File: src/sv/leib_pkg.sv
// shared constants, types and pointer helpers for the line edit input buffer
`default_nettype none
package leib_pkg;

  localparam int DEPTH = 256;
  localparam int AW    = $clog2(DEPTH);
  localparam int UW    = AW + 1;
  localparam int CW    = 9;
  localparam int MW    = (UW > CW) ? UW : CW;

  localparam logic [CW-1:0] CNT_MAX  = '1;
  localparam logic [AW-1:0] PTR_LAST = AW'(DEPTH - 1);
  localparam logic [UW-1:0] USED_MAX = UW'(DEPTH);
  localparam logic [UW-1:0] TAB_SLOTS = UW'(4);

  localparam logic [7:0] KEY_BS    = 8'd8;
  localparam logic [7:0] KEY_TAB   = 8'd9;
  localparam logic [7:0] KEY_NL    = 8'd10;
  localparam logic [7:0] KEY_EOT   = 8'd4;
  localparam logic [7:0] KEY_SPACE = 8'd32;

  localparam logic MODE_KEY = 1'b0;
  localparam logic MODE_POP = 1'b1;

  typedef logic [AW-1:0] ptr_t;
  typedef logic [UW-1:0] used_t;
  typedef logic [CW-1:0] cnt_t;

  typedef enum logic [1:0] {
    ST_OK,
    ST_FULL,
    ST_NOERASE,
    ST_EMPTY
  } status_t;

  typedef enum logic [2:0] {
    S_IDLE,
    S_EXEC,
    S_TAB,
    S_POP,
    S_DONE
  } state_t;

  typedef struct packed {
    status_t       status;
    logic          echo_valid;
    logic [7:0]    echo_char;
    logic          read_valid;
    logic [7:0]    read_char;
    logic          read_is_delim;
    logic [CW-1:0] lines;
  } result_t;

  function automatic ptr_t ptr_next(input ptr_t p);
    return (p == PTR_LAST) ? '0 : p + 1'b1;
  endfunction

  function automatic ptr_t ptr_prev(input ptr_t p);
    return (p == '0) ? PTR_LAST : p - 1'b1;
  endfunction

  function automatic logic is_delim(input logic [7:0] c);
    return (c == KEY_NL) || (c == KEY_EOT);
  endfunction

endpackage
`default_nettype wire

File: src/sv/line_edit_input_buffer_unit.sv
// Keyboard line buffer with editing: key requests append characters (a tab
// stores four spaces, backspace erases within the current line, newline and
// EOT close a line), pop requests return the oldest character. Characters
// live in a single-port 256-entry store; one request is handled at a time.
// A key goes through EXEC and DONE, a pop through EXEC, POP and DONE, a tab
// through EXEC, four TAB writes and DONE; the store writes once per cycle.
// The result sits in an output register, so the next request is taken while
// it waits; at most one result is held in flight behind it.
`default_nettype none
module line_edit_input_buffer_unit (
  input  wire logic       clk,
  input  wire logic       rst_n,
  input  wire logic       in_valid,
  output logic            in_ready,
  input  wire logic       in_mode,
  input  wire logic [7:0] in_key_char,
  output logic            out_valid,
  input  wire logic       out_ready,
  output logic [1:0]      out_status,
  output logic            out_echo_valid,
  output logic [7:0]      out_echo_char,
  output logic            out_read_valid,
  output logic [7:0]      out_read_char,
  output logic            out_read_is_delim,
  output logic [8:0]      out_lines_ready,
  input  wire logic       cfg_valid,
  output logic            cfg_ready,
  input  wire logic       cfg_echo_enable
);

  logic              echo_en_r;
  logic              out_valid_r, out_valid_nxt;
  leib_pkg::result_t out_res_r;
  leib_pkg::result_t res;
  logic              res_valid, res_take;

  leib_ctrl u_ctrl (
    .clk        (clk),
    .rst_n      (rst_n),
    .in_valid   (in_valid),
    .in_ready   (in_ready),
    .in_mode    (in_mode),
    .in_key_char(in_key_char),
    .echo_en    (echo_en_r),
    .res_valid  (res_valid),
    .res_take   (res_take),
    .res        (res)
  );

  assign res_take      = res_valid && (!out_valid_r || out_ready);
  assign out_valid_nxt = res_take || (out_valid_r && !out_ready);

  always_ff @(posedge clk) begin
    if (!rst_n) begin
      echo_en_r   <= 1'b1;
      out_valid_r <= 1'b0;
    end else begin
      out_valid_r <= out_valid_nxt;
      if (cfg_valid) begin
        echo_en_r <= cfg_echo_enable;
      end
    end
  end

  always_ff @(posedge clk) begin
    if (res_take) begin
      out_res_r <= res;
    end
  end

  assign cfg_ready         = 1'b1;
  assign out_valid         = out_valid_r;
  assign out_status        = out_res_r.status;
  assign out_echo_valid    = out_res_r.echo_valid;
  assign out_echo_char     = out_res_r.echo_char;
  assign out_read_valid    = out_res_r.read_valid;
  assign out_read_char     = out_res_r.read_char;
  assign out_read_is_delim = out_res_r.read_is_delim;
  assign out_lines_ready   = out_res_r.lines;

  // one request in flight at a time
  a_busy_after_accept: assert property (@(posedge clk) disable iff (!rst_n)
    in_valid && in_ready |=> !in_ready)
    else $error("request accepted while busy");

  a_read_ok: assert property (@(posedge clk) disable iff (!rst_n)
    out_valid && out_read_valid |-> out_status == 2'(leib_pkg::ST_OK))
    else $error("read data with bad status");

  a_echo_no_read: assert property (@(posedge clk) disable iff (!rst_n)
    out_valid && out_echo_valid |-> !out_read_valid)
    else $error("echo and read in one result");

  a_result_held: assert property (@(posedge clk) disable iff (!rst_n)
    res_valid && !res_take |=> res_valid && $stable(res))
    else $error("pending result lost");

endmodule
`default_nettype wire

File: src/sv/leib_ram.sv
// generic single-port ram with registered read
`default_nettype none
module leib_ram #(
  parameter int WIDTH = 8,
  parameter int DEPTH = 256
) (
  input  wire logic                     clk,
  input  wire logic                     we,
  input  wire logic [$clog2(DEPTH)-1:0] addr,
  input  wire logic [WIDTH-1:0]         wdata,
  output logic      [WIDTH-1:0]         rdata
);

  logic [WIDTH-1:0] mem [DEPTH];

  always_ff @(posedge clk) begin
    if (we) begin
      mem[addr] <= wdata;
    end
    rdata <= mem[addr];
  end

endmodule
`default_nettype wire

File: src/sv/leib_ctrl.sv
// request sequencer: pointers, counters and character store accesses
`default_nettype none
module leib_ctrl (
  input  wire logic              clk,
  input  wire logic              rst_n,
  input  wire logic              in_valid,
  output logic                   in_ready,
  input  wire logic              in_mode,
  input  wire logic [7:0]        in_key_char,
  input  wire logic              echo_en,
  output logic                   res_valid,
  input  wire logic              res_take,
  output leib_pkg::result_t      res
);

  leib_pkg::state_t  state_r, state_nxt;
  leib_pkg::ptr_t    rp_r, rp_nxt, wp_r, wp_nxt;
  logic              full_r, full_nxt;
  leib_pkg::cnt_t    lc_r, lc_nxt, er_r, er_nxt;
  logic              mode_r, mode_nxt;
  logic [7:0]        key_r, key_nxt;
  logic [1:0]        cnt_r, cnt_nxt;
  leib_pkg::result_t res_r, res_nxt;

  logic              mem_we;
  leib_pkg::ptr_t    mem_addr;
  logic [7:0]        mem_wdata, mem_rdata;

  leib_pkg::used_t   used, free, left;
  logic              acc;
  logic [leib_pkg::CW:0]   er_plus;
  logic [leib_pkg::MW-1:0] er_ext, left_ext;

  leib_ram #(
    .WIDTH(8),
    .DEPTH(leib_pkg::DEPTH)
  ) u_store (
    .clk  (clk),
    .we   (mem_we),
    .addr (mem_addr),
    .wdata(mem_wdata),
    .rdata(mem_rdata)
  );

  always_ff @(posedge clk) begin
    if (!rst_n) begin
      state_r <= leib_pkg::S_IDLE;
      rp_r    <= '0;
      wp_r    <= '0;
      full_r  <= 1'b0;
      lc_r    <= '0;
      er_r    <= '0;
    end else begin
      state_r <= state_nxt;
      rp_r    <= rp_nxt;
      wp_r    <= wp_nxt;
      full_r  <= full_nxt;
      lc_r    <= lc_nxt;
      er_r    <= er_nxt;
    end
  end

  always_ff @(posedge clk) begin
    mode_r <= mode_nxt;
    key_r  <= key_nxt;
    cnt_r  <= cnt_nxt;
    res_r  <= res_nxt;
  end

  always_comb begin
    state_nxt = state_r;
    rp_nxt    = rp_r;
    wp_nxt    = wp_r;
    full_nxt  = full_r;
    lc_nxt    = lc_r;
    er_nxt    = er_r;
    mode_nxt  = mode_r;
    key_nxt   = key_r;
    cnt_nxt   = cnt_r;
    res_nxt   = res_r;
    mem_we    = 1'b0;
    mem_addr  = wp_r;
    mem_wdata = key_r;
    acc       = 1'b0;

    if (full_r) begin
      used = leib_pkg::USED_MAX;
    end else if (wp_r >= rp_r) begin
      used = leib_pkg::used_t'(wp_r - rp_r);
    end else begin
      used = leib_pkg::USED_MAX - leib_pkg::used_t'(rp_r) + leib_pkg::used_t'(wp_r);
    end
    free     = leib_pkg::USED_MAX - used;
    left     = used - 1'b1;
    er_plus  = {1'b0, er_r} + (leib_pkg::CW+1)'(4);
    er_ext   = leib_pkg::MW'(er_r);
    left_ext = leib_pkg::MW'(left);

    case (state_r)
      leib_pkg::S_IDLE: begin
        if (in_valid) begin
          mode_nxt  = in_mode;
          key_nxt   = in_key_char;
          state_nxt = leib_pkg::S_EXEC;
        end
      end
      leib_pkg::S_EXEC: begin
        res_nxt        = '0;
        res_nxt.status = leib_pkg::ST_OK;
        state_nxt      = leib_pkg::S_DONE;
        if (mode_r == leib_pkg::MODE_KEY) begin
          if (key_r == leib_pkg::KEY_BS) begin
            if (er_r == '0 || used == '0) begin
              res_nxt.status = leib_pkg::ST_NOERASE;
            end else begin
              wp_nxt   = leib_pkg::ptr_prev(wp_r);
              full_nxt = 1'b0;
              er_nxt   = er_r - 1'b1;
              acc      = 1'b1;
            end
          end else if (full_r) begin
            res_nxt.status = leib_pkg::ST_FULL;
          end else if (key_r == leib_pkg::KEY_TAB) begin
            if (free < leib_pkg::TAB_SLOTS) begin
              res_nxt.status = leib_pkg::ST_FULL;
            end else begin
              cnt_nxt   = '0;
              state_nxt = leib_pkg::S_TAB;
              acc       = 1'b1;
            end
          end else begin
            mem_we   = 1'b1;
            wp_nxt   = leib_pkg::ptr_next(wp_r);
            full_nxt = (leib_pkg::ptr_next(wp_r) == rp_r);
            if (leib_pkg::is_delim(key_r)) begin
              if (lc_r != leib_pkg::CNT_MAX) begin
                lc_nxt = lc_r + 1'b1;
              end
              er_nxt = '0;
            end else if (er_r != leib_pkg::CNT_MAX) begin
              er_nxt = er_r + 1'b1;
            end
            acc = 1'b1;
          end
          if (acc && echo_en) begin
            res_nxt.echo_valid = 1'b1;
            res_nxt.echo_char  = key_r;
          end
        end else begin
          if (used == '0) begin
            res_nxt.status = leib_pkg::ST_EMPTY;
          end else begin
            mem_addr  = rp_r;
            state_nxt = leib_pkg::S_POP;
          end
        end
      end
      leib_pkg::S_TAB: begin
        mem_we    = 1'b1;
        mem_wdata = leib_pkg::KEY_SPACE;
        wp_nxt    = leib_pkg::ptr_next(wp_r);
        cnt_nxt   = cnt_r + 1'b1;
        if (cnt_r == 2'd3) begin
          full_nxt  = (leib_pkg::ptr_next(wp_r) == rp_r);
          er_nxt    = er_plus[leib_pkg::CW] ? leib_pkg::CNT_MAX : er_plus[leib_pkg::CW-1:0];
          state_nxt = leib_pkg::S_DONE;
        end
      end
      leib_pkg::S_POP: begin
        rp_nxt             = leib_pkg::ptr_next(rp_r);
        full_nxt           = 1'b0;
        res_nxt.read_valid = 1'b1;
        res_nxt.read_char  = mem_rdata;
        if (leib_pkg::is_delim(mem_rdata)) begin
          res_nxt.read_is_delim = 1'b1;
          if (lc_r != '0) begin
            lc_nxt = lc_r - 1'b1;
          end
        end
        if (er_ext > left_ext) begin
          er_nxt = leib_pkg::CW'(left_ext);
        end
        state_nxt = leib_pkg::S_DONE;
      end
      leib_pkg::S_DONE: begin
        if (res_take) begin
          state_nxt = leib_pkg::S_IDLE;
        end
      end
      default: begin
        state_nxt = leib_pkg::S_IDLE;
      end
    endcase

    res_nxt.lines = lc_nxt;
  end

  assign in_ready  = (state_r == leib_pkg::S_IDLE);
  assign res_valid = (state_r == leib_pkg::S_DONE);
  assign res       = res_r;

endmodule
`default_nettype wire
File: config.mk
export PLATFORM = sky130hd
export DESIGN_NAME = line_edit_input_buffer_unit
export DESIGN_NICKNAME = d
export VERILOG_FILES = /design/src/sv/leib_pkg.sv /design/src/sv/line_edit_input_buffer_unit.sv /design/src/sv/leib_ram.sv /design/src/sv/leib_ctrl.sv
export SDC_FILE = /design/constraint.sdc
export NUM_CORES = 2
export LEC_CHECK = 0
export ABC_AREA = 0
export BUFFER_PORTS_ARGS = -buffer_cell sky130_fd_sc_hd__buf_2
export CAP_MARGIN = 20
export CORE_MARGIN = 2
export CORE_UTILIZATION = 57
export DETAILED_ROUTE_END_ITERATION = 10
export PLACE_DENSITY_LB_ADDON = 0.15
export SYNTH_ARGS = -nofsm -noshare
export SYNTH_HDL_FRONTEND = slang
export SYNTH_SLANG_ARGS = --single-unit
File: constraint.sdc
create_clock -name clk -period 7.8 [get_ports clk]
set_input_delay 0 -clock clk [delete_from_list [all_inputs] [get_ports clk]]
set_output_delay 0 -clock clk [all_outputs]
set_load 0.02 [all_outputs]
==> summary.md <==
| Metric | Value |
|---|---|
| Number of clock sinks seen by CTS | `between 2000 and 2500` |
| Internal Dissipation | `~21 mW` |
| Clock network power share | `between 30% and 40%` |
| Worst hold path startpoint | `rst_n` |
| Clock-pin slew of the registers on the worst-case setup and hold paths | `0.07 ns` |
| Met3 wire len | `34.7 mm` |
| Reg2reg start | `u_ctrl.wp_r[0]` |
| Slew at the pin with the worst max-slew slack | `~1.4 ns` |
| Critical Path AT | `around 8.4 ns` |
| Max capacitance violation total | `0` |
| Total number of placement rows | `approximately 140` |
| First-pass GRT wire length | `roughly 370 mm` |
| Overall via count from detail_route | `about 53000` |
| Final setup TNS | `0 ns` |
| Met2 Wirelength | `approximately 110 mm` |
| Worst hold path cell count | `4` |
| CP Launch Type | `register` |
| End of the worst hold path | `u_ctrl.wp_r[7]` |
| Number of flip-flops and latches in the synthesized netlist | `between 2000 and 2500` |
| Violated checks | `design-rule violations` |
| Worst clock skew | `about 0.047 ns` |
| Placeable core area | `approximately 150000 um2` |
| Length of routed wiring on met1 | `approximately 95 mm` |
| Number of distinct library cell variants in the gate-level netlist after synthesis | `88` |
| Final critical-path required period | `7.64 ns` |
| Violation count after the first detailed-routing iteration | `roughly 8300` |
| Routability congestion estimate | `1.03` |
| Top cell type's share of synthesized area | `around three quarters` |
| Total of warnings raised by yosys | `0` |
| CTS tree | `built` |
| Fraction of final layout cells sized beyond drive strength 1 | `between 10% and 20%` |
| Final count of hold timing violations | `0` |
| Mapped Avg Cell Area | `15.8 um2` |
| Capture point of the worst reg-to-reg path | `u_ctrl.u_store.rdata[4]` |
| Endpoint required time on the critical path | `roughly 8.5 ns` |
| Switching pwr | `10.2 mW` |
| First drt pass iteration count | `11` |
| Post-Place Worst Slack | `about 0.56 ns` |
| Clock latency at the later pin of the worst-skew pair | `~0.85 ns` |
| Crit share post-route | `between 90 and 100%` |
| Largest net degree at the start of global routing | `approximately 210` |
| Highest metal used | `met5` |
| Final Max Tran Viols | `0` |
| Largest fanout of any net on the critical path | `34` |
| Total standard cell area after synthesis | `85000 um2` |
| Number of H-tree branching levels | `4` |
| GR Overflow Total | `0` |
| Net switching fraction of the power | `approximately 32%` |
| Area of combinational cells with multiple inputs | `between 15000 and 20000 um2` |
| Storage element area | `approximately 65000 um2` |
| Worst slew slack as a fraction of its limit | `~3.6%` |
| Horizontal die dimension | `between 300 and 400 um` |
| Leak Pwr | `around 30 nW` |
| Worst reg2reg setup slack | `~0.16 ns` |
| Detailed Place HPWL | `164 mm` |
| Number of synthesized flops with an enable pin | `about 2100` |
| Comb pwr share | `25.4%` |
| Vias in the first global route | `slightly above 50000` |
| Share of the yosys chip area belonging to registers | `around three quarters` |
| Top cells by count, synth | `sky130_fd_sc_hd__edfxtp_1, sky130_fd_sc_hd__a22oi_1, sky130_fd_sc_hd__nand2_1, sky130_fd_sc_hd__nor2_1, sky130_fd_sc_hd__a21oi_1` |
| Unrepaired setup endpoints after global routing | `no` |
| Proportion of register bits with asynchronous set or reset after synthesis | `0%` |
| Sequential power share | `44.0%` |
| Worst hold slack after final layout | `roughly 0.16 ns` |
| Setup crit end kind | `register` |
| GRT Resource Usage Total | `34.0%` |
| Number of buffers on the longest clock path | `3` |
| Power density of the placed cells | `approximately 330 nW/um2` |
| Total Wirelength | `around 260 mm` |
| Clock Root Buffer | `sky130_fd_sc_hd__clkbuf_16` |
| Clock buffers created by TritonCTS | `around 210` |
| Most frequently used flop master after synthesis | `sky130_fd_sc_hd__edfxtp_1` |
| Dominant cells by area after synthesis | `sky130_fd_sc_hd__edfxtp_1, sky130_fd_sc_hd__a22oi_1, sky130_fd_sc_hd__mux4_2, sky130_fd_sc_hd__nand2_1, sky130_fd_sc_hd__a21oi_1` |
| Type of the worst min-delay path | `input port to register` |
| FILL cells | `about 10000` |
| Maximum frequency from static timing analysis | `about 130 MHz` |
| Die Area | `152000 um2` |
| Chip height | `a little under 400 um` |
| Share of the core filled with cells | `between 60 and 70%` |
| Top cell type by total area after synthesis | `sky130_fd_sc_hd__edfxtp_1` |
| Wire length per cell | `between 30 and 40 um` |
| Number of routed nets with antenna violations | `0` |
| Layout overhead on the synthesized area | `12.5%` |
| Cells after Synth | `between 5000 and 6000` |
| Detailed-route vias per instance | `6.93` |
| Final setup slack of the worst path | `approximately 0.16 ns` |
| Status | `complete, but fails checks` |
| Kind of critical path | `register to register` |
| Fin nets | `roughly 5600` |
| Number of remaining DRC errors | `1` |
| Most repeated cell in the gate-level netlist after synthesis | `sky130_fd_sc_hd__edfxtp_1` |
| R2r worst-path depth | `22` |
| Resized Gates After CTS | `0` |
| Buffers on Ports | `46` |
| Maximum resistive drop on vdd | `about 0.00028 V` |
| Setup Viol. Count Final | `0` |
| I/O Pins | `between 40 and 50` |
| Initial antenna violation count | `7` |
| Initial core utilization | `57.5%` |
| Mapped Nets | `5432` |
[kinds of logic after synthesis]
logic type               count (synthesis)  share of synthesized area (%)
AO/OA/AOI/OAI                         1272                           10.5
other                                    1                        0.00441
adder cells (fa/ha/maj)                 34                          0.509
flip-flops                            2167                           75.9
AND/OR/NAND/NOR                       1254                           6.69
multiplexers                           211                           3.91
XOR/XNOR                                44                          0.453
buffers and inverters                  400                           2.01
[layout by cell type, fill, tap and decap left out, drive strengths merged, types with 27 or more instances in the layout]
| cell type | instances |
|---|---|
| nor4 | 83 |
| dlygate4sd3 | 29 |
| and3 | 44 |
| nand4 | 53 |
| mux2i | 68 |
| edfxtp | 2110 |
| o21ai | 65 |
| a21oi | 318 |
| a22oi | 472 |
| nand3 | 145 |
| dfxtp | 57 |
| inv | 29 |
| and2 | 29 |
| o22ai | 44 |
| nor3 | 29 |
| nand2 | 432 |
| a222oi | 96 |
| a311oi | 30 |
| clkbuf | 261 |
| mux4 | 92 |
| nor2 | 375 |
| xnor2 | 30 |
| ha | 33 |
| mux2 | 51 |
| a211oi | 27 |
| clkinv | 106 |
| a31oi | 62 |
| buf | 318 |
[timing repair]
action	4_1_cts	5_1_grt
setup buffers	0	0
endpoints found under the hold margin	85	0
hold buffers	29	0
[flip-flops by register name, indices dropped and copies added (netlist names), 2 cells and up]
register and cells:
u_ctrl.cnt_r 2, u_ctrl.u_store.rdata 8, out_status 2, u_ctrl.res 30, u_ctrl.er_ext 9, u_ctrl.lc_r 9
u_ctrl.wp_r 8, u_ctrl.rp_r 8, out_echo_char 8, out_lines_ready 9, out_read_char 8, u_ctrl.key_r 8
u_ctrl.u_store.mem 2048, u_ctrl.state_r 3
[worst max path at each step]
stage / startpoint / end / slack [ns]
final: u_ctrl.wp_r[0] / u_ctrl.u_store.rdata[4] / 0.16
after global placement: u_ctrl.wp_r[0] / u_ctrl.u_store.rdata[4] / 0.54
after global routing: u_ctrl.wp_r[0] / u_ctrl.u_store.rdata[4] / 0.05
after detailed placement: u_ctrl.wp_r[0] / u_ctrl.u_store.rdata[4] / 0.56
after floorplan: u_ctrl.wp_r[0] / u_ctrl.u_store.mem[101][0] / 2.12
after CTS: u_ctrl.wp_r[0] / u_ctrl.u_store.rdata[4] / 0.54
[routing by layer]
metal | track usage (%) | vias up
li1 | - | 22000
met1 | 47.0 | 26700
met2 | 50.0 | 3891
met3 | 9.94 | 653
met4 | 16.1 | 12
met5 | 0.574 | -
[stage by stage]
stage | std cells | cell area (um2) | power (mW)
2_1_floorplan | 5383 | 85000 | 18.6
3_3_place_gp | 7251 | 88700 | 21.8
3_5_place_dp | 7254 | 88700 | 21.9
4_1_cts | 7667 | 95500 | 31.4
5_1_grt | 7672 | 95600 | 32.4
6_report | 7675 | 95600 | 31.6
[area by class of cell]
class / count / area share (%)
multi-input cells: 2816 / 20.0
clock inverters: 123 / 1.08
diodes: 4 / 0.0105
clock buffers: 261 / 5.74
well taps: 1930 / 2.53
inverters: 27 / 0.111
repair buffers: 347 / 3.04
flip-flops and latches: 2167 / 67.5
[power groups by stage]
stage | Sequential [mW] | Clock [mW] | Combinational [mW]
6_report | 13.9 | 9.69 | 8.01
3_3_place_gp | 14.1 | 0 | 7.65
4_1_cts | 13.9 | 9.75 | 7.79
2_1_floorplan | 14.3 | 0 | 4.37
3_5_place_dp | 14.1 | 0 | 7.74
5_1_grt | 13.9 | 10.2 | 8.33
[critical path, cell delays in order, from the launching register on]
cell and delay (ns):
sky130_fd_sc_hd__dfxtp_1 0.43, sky130_fd_sc_hd__inv_1 0.30, sky130_fd_sc_hd__ha_1 0.24, sky130_fd_sc_hd__inv_1 0.06
sky130_fd_sc_hd__fa_1 0.40, sky130_fd_sc_hd__a21o_1 0.21, sky130_fd_sc_hd__a221o_1 0.31, sky130_fd_sc_hd__a21oi_1 0.25
sky130_fd_sc_hd__xor2_1 0.12, sky130_fd_sc_hd__o21a_1 0.20, sky130_fd_sc_hd__nand3_1 0.09, sky130_fd_sc_hd__nor2_1 0.05
sky130_fd_sc_hd__ha_1 0.25, sky130_fd_sc_hd__nand2b_1 0.49, sky130_fd_sc_hd__o21ai_2 0.54, sky130_fd_sc_hd__and2_4 0.72
sky130_fd_sc_hd__buf_4 0.49, sky130_fd_sc_hd__mux4_2 0.67, sky130_fd_sc_hd__a22oi_1 0.47, sky130_fd_sc_hd__o311ai_0 0.34
sky130_fd_sc_hd__a311oi_1 0.38, sky130_fd_sc_hd__and4_1 0.30, sky130_fd_sc_hd__nand4_1 0.10
Power figures use the tool's default switching activity.
